--- src/sv/sccb_register_read_master_assert.svh ---
// Assertion macros for the SCCB register read master.
// Used inside module bodies that declare clk and arst_n.
`ifndef SCCB_REGISTER_READ_MASTER_ASSERT_SVH
`define SCCB_REGISTER_READ_MASTER_ASSERT_SVH

// Same-cycle implication, disabled in reset.
`define SRRM_ASSERT_IMPL(label, ante, cons, msg) \
	label: assert property (@(posedge clk) disable iff (!arst_n) (ante) |-> (cons)) \
		else $error(msg);

// Next-cycle implication, disabled in reset.
`define SRRM_ASSERT_NEXT(label, ante, cons, msg) \
	label: assert property (@(posedge clk) disable iff (!arst_n) (ante) |=> (cons)) \
		else $error(msg);

`endif

--- src/sv/srrm_pkg.sv ---
// Shared types and constants of the SCCB register read master.
// No dependencies.
`timescale 1ns / 1ps

package srrm_pkg;

	localparam logic [7:0] QUARTER_BIT_CLOCKS_RESET = 8'd60;
	localparam logic [3:0] IDLE_BITS_RESET          = 4'd4;

	localparam int unsigned CFG_INDEX_W = 2;
	localparam logic [CFG_INDEX_W-1:0] REG_QUARTER_BIT_CLOCKS = 2'd0;
	localparam logic [CFG_INDEX_W-1:0] REG_IDLE_BITS          = 2'd1;

	typedef enum logic [2:0] {
		TOP_IDLE    = 3'b001,
		TOP_RUN     = 3'b010,
		TOP_PRESENT = 3'b100
	} top_state_t;

	typedef enum logic [3:0] {
		SEQ_WRITE      = 4'b0001,
		SEQ_WRITE_IDLE = 4'b0010,
		SEQ_READ       = 4'b0100,
		SEQ_READ_IDLE  = 4'b1000
	} seq_state_t;

	typedef enum logic [3:0] {
		PH_START = 4'b0001,
		PH_WRITE = 4'b0010,
		PH_READ  = 4'b0100,
		PH_STOP  = 4'b1000
	} phase_state_t;

	// First: load (write) or receive (read). Mid: shift (write) or wait (read).
	typedef enum logic [2:0] {
		BYTE_FIRST = 3'b001,
		BYTE_MID   = 3'b010,
		BYTE_ACK   = 3'b100
	} byte_state_t;

endpackage

--- src/sv/sccb_register_read_master.sv ---
// SCCB register read master: one input transaction per system clock tick,
// sustained while the output is not stalled. An accepted transaction goes
// from the input register through the single step stage into the result
// register.
// Reset (arst_n low): sequencer idle, counters and bytes cleared, timing
// registers back to QUARTER_BIT_CLOCKS_RESET and 4 idle bits.
`timescale 1ns / 1ps

module sccb_register_read_master (
	input  logic                               clk,
	input  logic                               arst_n,
	// configuration write channel
	input  logic                               cfg_valid,
	output logic                               cfg_ready,
	input  logic [srrm_pkg::CFG_INDEX_W-1:0]   cfg_index,
	input  logic [7:0]                         cfg_data,
	// input channel
	input  logic                               in_valid,
	output logic                               in_stall,
	input  logic                               request_valid,
	input  logic [7:0]                         dev_id,
	input  logic [7:0]                         reg_addr,
	input  logic                               result_taken,
	input  logic                               sda_in,
	// output channel
	output logic                               out_valid,
	input  logic                               out_stall,
	output logic                               scl,
	output logic                               sda_out,
	output logic                               sda_drive_enable,
	output logic                               request_ready,
	output logic                               result_valid,
	output logic [7:0]                         read_byte
);

	import srrm_pkg::*;

	// configuration
	logic [7:0] qbc_q;
	logic [3:0] idle_bits_q;

	assign cfg_ready = 1'b1;

	always_ff @(posedge clk or negedge arst_n) begin
		if (!arst_n) begin
			qbc_q       <= QUARTER_BIT_CLOCKS_RESET;
			idle_bits_q <= IDLE_BITS_RESET;
		end else if (cfg_valid && cfg_ready) begin
			case (cfg_index)
				REG_QUARTER_BIT_CLOCKS: qbc_q <= cfg_data;
				REG_IDLE_BITS:          idle_bits_q <= cfg_data[3:0];
				default: ;
			endcase
		end
	end

	// input register
	logic       valid_s1;
	logic       req_s1;
	logic [7:0] id_s1;
	logic [7:0] addr_s1;
	logic       taken_s1;
	logic       sda_s1;
	logic       adv;
	logic       in_acc;

	assign adv      = valid_s1 && (!out_valid || !out_stall);
	assign in_stall = valid_s1 && !adv;
	assign in_acc   = in_valid && !in_stall;

	always_ff @(posedge clk or negedge arst_n) begin
		if (!arst_n) begin
			valid_s1 <= 1'b0;
		end else if (in_acc) begin
			valid_s1 <= 1'b1;
		end else if (adv) begin
			valid_s1 <= 1'b0;
		end
	end

	always_ff @(posedge clk) begin
		if (in_acc) begin
			req_s1   <= request_valid;
			id_s1    <= dev_id;
			addr_s1  <= reg_addr;
			taken_s1 <= result_taken;
			sda_s1   <= sda_in;
		end
	end

	// sequencer state
	top_state_t   top_q,   top_d;
	seq_state_t   seq_q,   seq_d;
	phase_state_t phase_q, phase_d;
	byte_state_t  byte_q,  byte_d;
	logic [7:0]   held_id_q,   held_id_d;
	logic [7:0]   held_addr_q, held_addr_d;
	logic [7:0]   result_q,    result_d;
	logic [15:0]  idle_cnt_q,  idle_cnt_d;
	logic [8:0]   hbc_q,       hbc_d;
	logic         clk_lvl_q,   clk_lvl_d;
	logic         pidx_q,      pidx_d;
	logic [7:0]   qcnt_q,      qcnt_d;
	logic [1:0]   qi_q,        qi_d;
	logic [7:0]   shift_q,     shift_d;
	logic [2:0]   bitcnt_q,    bitcnt_d;

	// timing values
	logic [8:0]  q9;
	logic [7:0]  q_m1;
	logic [8:0]  half_mid;
	logic [8:0]  half_last;
	logic [12:0] idle_prod;
	logic [15:0] idle_target;

	assign q9          = (qbc_q == 8'd0) ? 9'd256 : {1'b0, qbc_q};
	assign q_m1        = qbc_q - 8'd1;
	assign half_mid    = q9 - 9'd1;
	assign half_last   = 9'({q9, 1'b0} - 10'd1);
	assign idle_prod   = 13'(idle_bits_q) * 13'(q9);
	assign idle_target = 16'({idle_prod, 2'b00}) - 16'd1;

	// step outputs
	logic       o_scl, o_sda, o_en, o_rdy, o_vld;
	logic [7:0] o_rb;

	logic        rd, mid, change, sample, idle_done;
	logic        q_wrap, q_done;
	logic [7:0]  wr_data, eff_shift;
	logic [2:0]  eff_bc;
	byte_state_t eff_bs;
	logic        wr_done;

	assign q_wrap = (qcnt_q == q_m1);
	assign q_done = q_wrap && (qi_q == 2'd3);

	always_comb begin
		top_d       = top_q;
		seq_d       = seq_q;
		phase_d     = phase_q;
		byte_d      = byte_q;
		held_id_d   = held_id_q;
		held_addr_d = held_addr_q;
		result_d    = result_q;
		idle_cnt_d  = idle_cnt_q;
		hbc_d       = hbc_q;
		clk_lvl_d   = clk_lvl_q;
		pidx_d      = pidx_q;
		qcnt_d      = qcnt_q;
		qi_d        = qi_q;
		shift_d     = shift_q;
		bitcnt_d    = bitcnt_q;

		o_scl = 1'b1;
		o_sda = 1'b1;
		o_en  = 1'b1;
		o_rdy = 1'b0;
		o_vld = 1'b0;
		o_rb  = result_q;

		rd        = (seq_q == SEQ_READ);
		mid       = (hbc_q == half_mid);
		change    = !clk_lvl_q && mid;
		sample    = clk_lvl_q && mid;
		idle_done = (idle_cnt_q == idle_target);
		wr_data   = 8'd0;
		eff_shift = shift_q;
		eff_bc    = bitcnt_q;
		eff_bs    = byte_q;
		wr_done   = 1'b0;

		case (top_q)
			TOP_IDLE: begin
				o_rdy = 1'b1;
				if (req_s1) begin
					held_id_d   = id_s1;
					held_addr_d = addr_s1;
					top_d       = TOP_RUN;
				end
			end
			TOP_RUN: begin
				idle_cnt_d = idle_cnt_q + 16'd1;
				case (seq_q)
					SEQ_WRITE, SEQ_READ: begin
						o_scl = clk_lvl_q;
						if (hbc_q == half_last) begin
							hbc_d     = 9'd0;
							clk_lvl_d = !clk_lvl_q;
						end else begin
							hbc_d = hbc_q + 9'd1;
						end

						// quarter timer, used by start and stop conditions
						if (phase_q == PH_START || phase_q == PH_STOP) begin
							if (q_wrap) begin
								qcnt_d = 8'd0;
								qi_d   = qi_q + 2'd1;
							end else begin
								qcnt_d = qcnt_q + 8'd1;
							end
						end

						case (phase_q)
							PH_START: begin
								o_scl = (qi_q != 2'd3);
								o_sda = (qi_q < 2'd2);
								if (q_done) begin
									hbc_d     = q9;
									clk_lvl_d = 1'b0;
									pidx_d    = 1'b0;
									phase_d   = PH_WRITE;
								end
							end
							PH_WRITE: begin
								if (rd)
									wr_data = held_id_q | 8'h01;
								else
									wr_data = pidx_q ? held_addr_q : (held_id_q & 8'hFE);
								if (byte_q == BYTE_FIRST) begin
									eff_shift = wr_data;
									eff_bc    = 3'd0;
									eff_bs    = BYTE_MID;
								end
								shift_d  = eff_shift;
								bitcnt_d = eff_bc;
								byte_d   = eff_bs;
								case (eff_bs)
									BYTE_MID: begin
										o_sda = eff_shift[7];
										if (change) begin
											shift_d = {eff_shift[6:0], 1'b0};
											if (eff_bc == 3'd7)
												byte_d = BYTE_ACK;
											else
												bitcnt_d = eff_bc + 3'd1;
										end
									end
									BYTE_ACK: begin
										// acknowledge slot driven low
										o_sda = 1'b0;
										if (change) begin
											byte_d   = BYTE_FIRST;
											bitcnt_d = 3'd0;
											wr_done  = 1'b1;
										end
									end
									default: ;
								endcase
								if (wr_done) begin
									if (rd)
										phase_d = PH_READ;
									else if (pidx_q)
										phase_d = PH_STOP;
									else
										pidx_d = 1'b1;
								end
							end
							PH_READ: begin
								if (rd) begin
									o_sda = 1'b0;
									o_en  = 1'b0;
									case (byte_q)
										BYTE_FIRST: begin
											if (sample) begin
												shift_d = {shift_q[6:0], sda_s1};
												if (bitcnt_q == 3'd7)
													byte_d = BYTE_MID;
												else
													bitcnt_d = bitcnt_q + 3'd1;
											end
										end
										BYTE_MID: begin
											if (change)
												byte_d = BYTE_ACK;
										end
										BYTE_ACK: begin
											// no-acknowledge
											o_sda = 1'b1;
											o_en  = 1'b1;
											if (change) begin
												byte_d   = BYTE_FIRST;
												bitcnt_d = 3'd0;
												phase_d  = PH_STOP;
											end
										end
										default: ;
									endcase
								end
							end
							default: begin
								o_scl = (qi_q != 2'd0);
								o_sda = (qi_q >= 2'd2);
								if (q_done) begin
									phase_d    = PH_START;
									seq_d      = rd ? SEQ_READ_IDLE : SEQ_WRITE_IDLE;
									idle_cnt_d = 16'd0;
								end
							end
						endcase
					end
					SEQ_WRITE_IDLE: begin
						if (idle_done)
							seq_d = SEQ_READ;
					end
					default: begin
						if (idle_done) begin
							result_d = shift_q;
							top_d    = TOP_PRESENT;
							seq_d    = SEQ_WRITE;
						end
					end
				endcase
			end
			TOP_PRESENT: begin
				o_vld = 1'b1;
				if (taken_s1)
					top_d = TOP_IDLE;
			end
			default: ;
		endcase
	end

	always_ff @(posedge clk or negedge arst_n) begin
		if (!arst_n) begin
			top_q       <= TOP_IDLE;
			seq_q       <= SEQ_WRITE;
			phase_q     <= PH_START;
			byte_q      <= BYTE_FIRST;
			held_id_q   <= 8'd0;
			held_addr_q <= 8'd0;
			result_q    <= 8'd0;
			idle_cnt_q  <= 16'd0;
			hbc_q       <= 9'd0;
			clk_lvl_q   <= 1'b0;
			pidx_q      <= 1'b0;
			qcnt_q      <= 8'd0;
			qi_q        <= 2'd0;
			shift_q     <= 8'd0;
			bitcnt_q    <= 3'd0;
		end else if (adv) begin
			top_q       <= top_d;
			seq_q       <= seq_d;
			phase_q     <= phase_d;
			byte_q      <= byte_d;
			held_id_q   <= held_id_d;
			held_addr_q <= held_addr_d;
			result_q    <= result_d;
			idle_cnt_q  <= idle_cnt_d;
			hbc_q       <= hbc_d;
			clk_lvl_q   <= clk_lvl_d;
			pidx_q      <= pidx_d;
			qcnt_q      <= qcnt_d;
			qi_q        <= qi_d;
			shift_q     <= shift_d;
			bitcnt_q    <= bitcnt_d;
		end
	end

	// result register
	logic       out_valid_q;
	logic       scl_q, sda_q, en_q, rdy_q, vld_q;
	logic [7:0] rb_q;

	always_ff @(posedge clk or negedge arst_n) begin
		if (!arst_n) begin
			out_valid_q <= 1'b0;
		end else if (adv) begin
			out_valid_q <= 1'b1;
		end else if (!out_stall) begin
			out_valid_q <= 1'b0;
		end
	end

	always_ff @(posedge clk) begin
		if (adv) begin
			scl_q <= o_scl;
			sda_q <= o_sda;
			en_q  <= o_en;
			rdy_q <= o_rdy;
			vld_q <= o_vld;
			rb_q  <= o_rb;
		end
	end

	assign out_valid        = out_valid_q;
	assign scl              = scl_q;
	assign sda_out          = sda_q;
	assign sda_drive_enable = en_q;
	assign request_ready    = rdy_q;
	assign result_valid     = vld_q;
	assign read_byte        = rb_q;

`include "sccb_register_read_master_assert.svh"

	`SRRM_ASSERT_IMPL(a_ready_excl_valid, out_valid_q && vld_q, !rdy_q,
		"request_ready and result_valid both set")
	`SRRM_ASSERT_IMPL(a_released_low, out_valid_q && !en_q, !sda_q,
		"sda_out high while pin released")
	`SRRM_ASSERT_IMPL(a_present_rewound, top_q == TOP_PRESENT,
		seq_q == SEQ_WRITE && phase_q == PH_START,
		"byte presented before sequencer rewound")
	`SRRM_ASSERT_IMPL(a_start_byte_first, phase_q == PH_START,
		byte_q == BYTE_FIRST && bitcnt_q == 3'd0,
		"start condition with byte transfer pending")
	`SRRM_ASSERT_NEXT(a_stall_holds_state, valid_s1 && !adv,
		$stable(top_q) && $stable(hbc_q) && $stable(shift_q),
		"sequencer moved while output stalled")

endmodule

--- config.mk ---
export PLATFORM = sky130hd
export DESIGN_NAME = sccb_register_read_master
export DESIGN_NICKNAME = d
export VERILOG_FILES = /design/src/sv/srrm_pkg.sv /design/src/sv/sccb_register_read_master.sv
export VERILOG_INCLUDE_DIRS = /design/src /design/src/sv
export SDC_FILE = /design/constraint.sdc
export NUM_CORES = 1
export LEC_CHECK = 0
export ABC_CLOCK_PERIOD_IN_PS = 5800
export BUFFER_PORTS_ARGS = -buffer_cell sky130_fd_sc_hd__buf_2
export CORE_MARGIN = 8
export CORE_UTILIZATION = 31
export CTS_CLUSTER_DIAMETER = 80
export DETAILED_ROUTE_END_ITERATION = 10
export PLACE_DENSITY = 0.57
export SLEW_MARGIN = 5
export SYNTH_ARGS = -nofsm -noshare
export SYNTH_HDL_FRONTEND = slang
export SYNTH_SLANG_ARGS = --single-unit
--- constraint.sdc ---
create_clock -name clk -period 5.8 [get_ports clk]
set_input_delay 0.87 -clock clk [delete_from_list [all_inputs] [get_ports clk]]
set_output_delay 0.87 -clock clk [all_outputs]
set_load 0.01 [all_outputs]
=== After elaboration in Yosys (flattened, before gate mapping) ===
Cells that the tools add are included.

* Register bits after elaboration: 132
* Output and inout bits: 16
* Input port bits: 34
* Word-level logic and storage cells: 224

* $lt $le $gt $ge: 2
* $mul: 1
* Multiplexer cells: 89
* $add $sub $neg: 10
* Equal/unequal tests: 48
* Reductions and logical operators: 43
* Bitwise logic cells: 1

{| class="wikitable"
|+ Operator list
! operator !! count
|-
| 3-bit 2-to-1 mux || 27
|-
| 8-bit 2-to-1 mux || 9
|-
| 4-bit 2-to-1 mux || 13
|-
| 16-bit 2-to-1 mux || 3
|-
| 9-bit 2-to-1 mux || 4
|-
| 3-bit one-hot mux with 2 select lines || 5
|-
| 2-bit inequality test (second input constant) || 14
|-
| 10-bit AND reduction || 2
|-
| 1-bit 2-to-1 mux || 19
|-
| 9-bit == test || 2
|-
| 3-bit inequality test (second input constant) || 6
|-
| 3-bit one-hot mux with 3 select lines || 2
|-
| 9-bit by 1-bit subtractor with 9-bit output (second input constant) || 2
|-
| 16-bit by 1-bit adder with 16-bit output (second input constant) || 1
|-
| 16-bit == test || 1
|-
| 8-bit one-hot mux with 2 select lines || 1
|-
| 15-bit by 1-bit subtractor with 16-bit output (second input constant) || 1
|-
| 3-bit == test (second input constant) || 5
|-
| 7-bit AND reduction || 2
|-
| 4-bit by 9-bit multiplier with 13-bit output || 1
|-
| 4-bit one-hot mux with 3 select lines || 1
|-
| 6-bit AND reduction || 2
|-
| 2-bit nonzero test || 5
|-
| 9-bit by 1-bit adder with 9-bit output (second input constant) || 1
|-
| other kinds (35) || 65
|}

=== Longest topological paths before layout ===
* Depth after elaboration: 12
* Depth in mapped cells: 21
* Mapped depth without buffers: 20

=== Worst setup path before layout ===
No wires, ideal clock.

* Path type: register to register
* Start: reg qbc_q[0]
* End: reg seq_q[2]
* Buffers on the path: 2
* Required time: 5.679 ns
* Cell stages (with the launch flop): 22
* Setup time: 0.121 ns
* Arrival time: 5.937 ns
* Setup slack: -0.258 ns
* Clock period less this slack: 6.058 ns
* Cell sequence: dfrtp_1 -> clkbuf_1 -> inv_1 -> ha_1 -> nor4b_2 -> nand2_1 -> nand3_1 -> fa_1 -> fa_1 -> inv_1 -> ha_1 -> buf_2 -> nor2b_1 -> o211a_1 -> or3_1 -> a211o_1 -> or2_4 -> a2111oi_4 -> o211ai_2 -> a2111oi_4 -> mux2_1 -> a22o_1

* Word-level cells in the longest chain between the ends: 7
* Elaborated cells between the ends (all ways): 12
* Classes of those cells: add/sub: 2; mul: 1; eq/ne: 4; mux: 1; reduce/logical: 4

{| class="wikitable"
|+ Ends and longest elaborated chain
! what !! RTL line !! source
|-
| from (decl) || sccb_register_read_master.sv:39 || <nowiki>logic [7:0] qbc_q;</nowiki>
|-
| from (signal assigned) || sccb_register_read_master.sv:50 || <nowiki>REG_QUARTER_BIT_CLOCKS: qbc_q <= cfg_data;</nowiki>
|-
| 8-bit logical NOT || sccb_register_read_master.sv:116 || <nowiki>assign q9 = (qbc_q == 8'd0) ? 9'd256 : {1'b0, qbc_q};</nowiki>
|-
| 9-bit 2-to-1 mux || sccb_register_read_master.sv:116 ||
|-
| 4-bit by 9-bit multiplier with 13-bit output || sccb_register_read_master.sv:120 || <nowiki>assign idle_prod = 13'(idle_bits_q) * 13'(q9);</nowiki>
|-
| 15-bit by 1-bit subtractor with 16-bit output || sccb_register_read_master.sv:121 || <nowiki>assign idle_target = 16'({idle_prod, 2'b00}) - 16'd1;</nowiki>
|-
| 16-bit == test || sccb_register_read_master.sv:165 || <nowiki>idle_done = (idle_cnt_q == idle_target);</nowiki>
|-
| 2-bit inequality test (no source line) / 2-bit nonzero test (equally long branches) || - ||
|-
| 6-bit AND reduction (no source line) * || - ||
|-
| to (signal assigned) || sccb_register_read_master.sv:342 || <nowiki>seq_q <= seq_d;</nowiki>
|-
| to (decl) || sccb_register_read_master.sv:93 || <nowiki>seq_state_t seq_q, seq_d;</nowiki>
|}

Mark *: on every way between the ends. The rest lies on a longest branch, timed or not.
A chain may end at the register's enable or synchronous reset.

=== Worst setup path in the final report ===
* Start: reg qbc_q[3]
* End: reg seq_q[2]

Same word-level chain as after synthesis.

==> qor.csv <==
metric,value,unit
die span in x,184,um
worst path arrival time,5870,ps
ANT cells,0,
H-tree levels,4,
initial antenna violation count,0,
layout cells sized above 1,19.3,%
crit-path cells,buf_8 -> nand2_1 -> fa_1 -> inv_1 -> fa_1 -> ha_1 -> and2_4 -> a221o_1 -> or3_1 -> a211o_1 -> or2_4 -> a2111oi_4 -> o211ai_2 -> a2111oi_4 -> buf_6 -> mux2_1 -> a22o_1,
sequential element share of the synthesized area,39.3,%
setup TNS,0,ps
Hold WS,428,ps
GRT Util Overall,12.5,%
worst-skew pair later-pin latency,430,ps
I/O Pins,50,
Final Instance Count excl. Fillers,1356,
Final #Nets,1042,
CP Capture Type,register,
mapped cell area,8700,um^2
Seq pwr share,29.5,%
die height,184,um
row count,61,
asr flop ratio synth,76.2,%
Final Skew,15.8,ps
clock sinks,130,
most frequent cells in the layout,"nand2_1, dfrtp_1, o21ai_0",
status,"finished, final reports clean",
Syn Inst Count,913,
Compound-Gate Fraction of Synth Area,15.3,%
multiplexer share of the synthesized area,6.86,%
Syn Nets,990,
"Slew Viols, Final",0,
Adder-Cell Fraction of Synth Area,7.39,%
Yosys top cell area share,25.9,%
CP bufs+invs,3,
# placed instances,1319,
Worst EP required,6110,ps
core area,27700,um^2
remaining global-route overflow,0,
XOR/XNOR Fraction of Synth Area,7.68,%
minimum clock period,5560,ps
simple-gate share of the synthesized area,19.6,%
Detailed Routing Iterations Pass 1,5,
Fillers,2715,
area grow syn2layout,17.0,%
Slew HR,32.3,%
Pwr Density,333,nW/um^2
maximum vdd drop,0.000185,V
"most common cell after layout, fill and taps aside",nand2_1,
Initial DRC Count,434,
Critical Path Source Type,register,
RSZ-0062 raised after global routing,false,
die area,33700,um^2
period utilisation layout,95.8,%
cts hold-fix bufs,0,
CP Class,register to register,
Netlist cell types,79,
cell-internal power,2.16,mW
Routed WL,20400,um
"FF+latch count, synth",130,
ANT nets after route,0,
CTS tree,built,
top_reg_cell synth,dfrtp_1,
clock root buffer,clkbuf_16,
Leakage,4.32,nW
largest net degree at the start of global routing,59,
DR DRC count,0,
CP max stage delay,580,ps
crit-path leading delay family,compound AO/OA/AOI/OAI gates,
Worst Tran Pin Value,1010,ps
first-pass GRT wire length,34500,um
hpwl dp,14700,um
Clk pwr share,30.8,%
crit-path max FO,17,
"EDFF count, synth",31,
"Warnings, synthesis",0,
CTS Buf Count,17,
Initial Util,31.4,%
clk buf depth,2,
Switching Fraction,36.4,%
"area leader, netlist",dfrtp_1,
number of global-route vias before repair,6923,
slowest stage cell on the critical path,dfstp_2,
via count,6941,
main combinational cell family by area after synthesis,simple AND/OR/NAND/NOR gates,
vias per cell,5.12,
Hold WC Path Type,input pin to async pin,
port bufs,47,
Fin. Hold Viols,0,
gpl congestion,0.847,
Gate power share,39.6,%
Fmax,180,MHz
Area contributors post-synth,"dfrtp_1, edfxtp_1, ha_1, nand2_1, o21ai_0",
Max Cap Viol,0,
net switching power,1.24,mW
Post-Syn Area per Cell,9.53,um^2
"Clk pin slew, worst setup/hold paths",70,ps
Avg WL per Cell,15.0,um
final setup violation count,0,
-- area by class of cell --
| class | count | area, um^2 | share of cell area, % |
|---|---|---|---|
| Timing Repair Buffer | 81 | 504 | 4.96 |
| Tap cell | 378 | 473 | 4.65 |
| Multi-Input combinational cell | 702 | 5070 | 49.9 |
| Sequential cell | 130 | 3420 | 33.6 |
| Clock buffer | 17 | 425 | 4.18 |
| Clock inverter | 15 | 155 | 1.53 |
| Inverter | 33 | 124 | 1.22 |
-- kinds of logic after synthesis --
family / after synthesis
muxes: 52
buffers and inverters: 82
adders and majority gates: 43
other: 1
and+or+nand+nor: 331
xor gates and xnor gates: 70
DFF: 130
AOI/OAI and AO/OA: 204
-- routing by layer --
metal	wire (um)	share of wire [%]	GRT usage, %
met1	9560	47	15.7
met2	10000	49	21.2
met3	498	2.4	2.23
met4	314	1.5	4.20
met5	0	0	0
-- worst paths after layout --
check / slack, ps / depth (start not counted) / endpoint / startpoint
max: 240 / 17 / seq_q[2] / qbc_q[3]
min in group clk: 460 / 0 / read_byte[5] / o_rb[5]
min reg2reg: 460 / 0 / read_byte[5] / o_rb[5]
min: 430 / 1 / held_id_q[4] / arst_n
max reg2reg: 240 / 17 / seq_q[2] / qbc_q[3]
max in group asynchronous: 4170 / 2 / qcnt_q[1] / arst_n
-- cells in the mapped netlist (10+ instances only) --
library cell,instances
a21oi_1,43
a31oi_1,12
and2_1,16
and3_1,22
clkbuf_1,40
dfrtp_1,90
edfxtp_1,31
fa_1,14
ha_1,29
inv_1,33
mux2_2,28
mux2i_1,15
nand2_1,96
nand2b_1,13
nand3_1,28
nand4_1,11
nor2_1,62
nor3_1,26
nor3b_1,10
o21ai_0,66
xnor2_1,37
xor2_1,29
-- sequential cells by signal (all words and copies together) (netlist names), 8 cells and up --
signal / cells
addr_s1: 8
shift_q: 8
read_byte: 8
hbc_q: 9
o_rb: 8
held_addr_q: 8
idle_cnt_q: 16
qcnt_q: 8
qbc_q: 8
-- stage by stage --
stage                     utilization (%)  setup slack [ps]  instance area [um^2]  total power [mW]
after floorplan                         -              17.2                  8720              1.94
after global placement               34.1               162                  9460              2.24
after detailed placement             34.1              77.6                  9460              2.26
after CTS                            36.2              65.5                 10000              3.33
after global routing                 36.7              12.5                 10200              3.62
final                                36.7               245                 10200              3.39
-- power groups by stage --
stage | logic (mW) | registers, mW | clock network [mW]
6_report | 1.34 | 1.00 | 1.05
3_3_place_gp | 1.22 | 1.02 | 0
2_1_floorplan | 0.938 | 1.00 | 0
3_5_place_dp | 1.24 | 1.02 | 0
5_1_grt | 1.49 | 1.01 | 1.12
4_1_cts | 1.25 | 1.00 | 1.08
-- what timing repair did --
action,in CTS,in global routing
setup endpoints to repair,0,12
gates resized for setup,0,19
setup buffers,0,4
No activity file was read; power rests on OpenSTA's default activity.
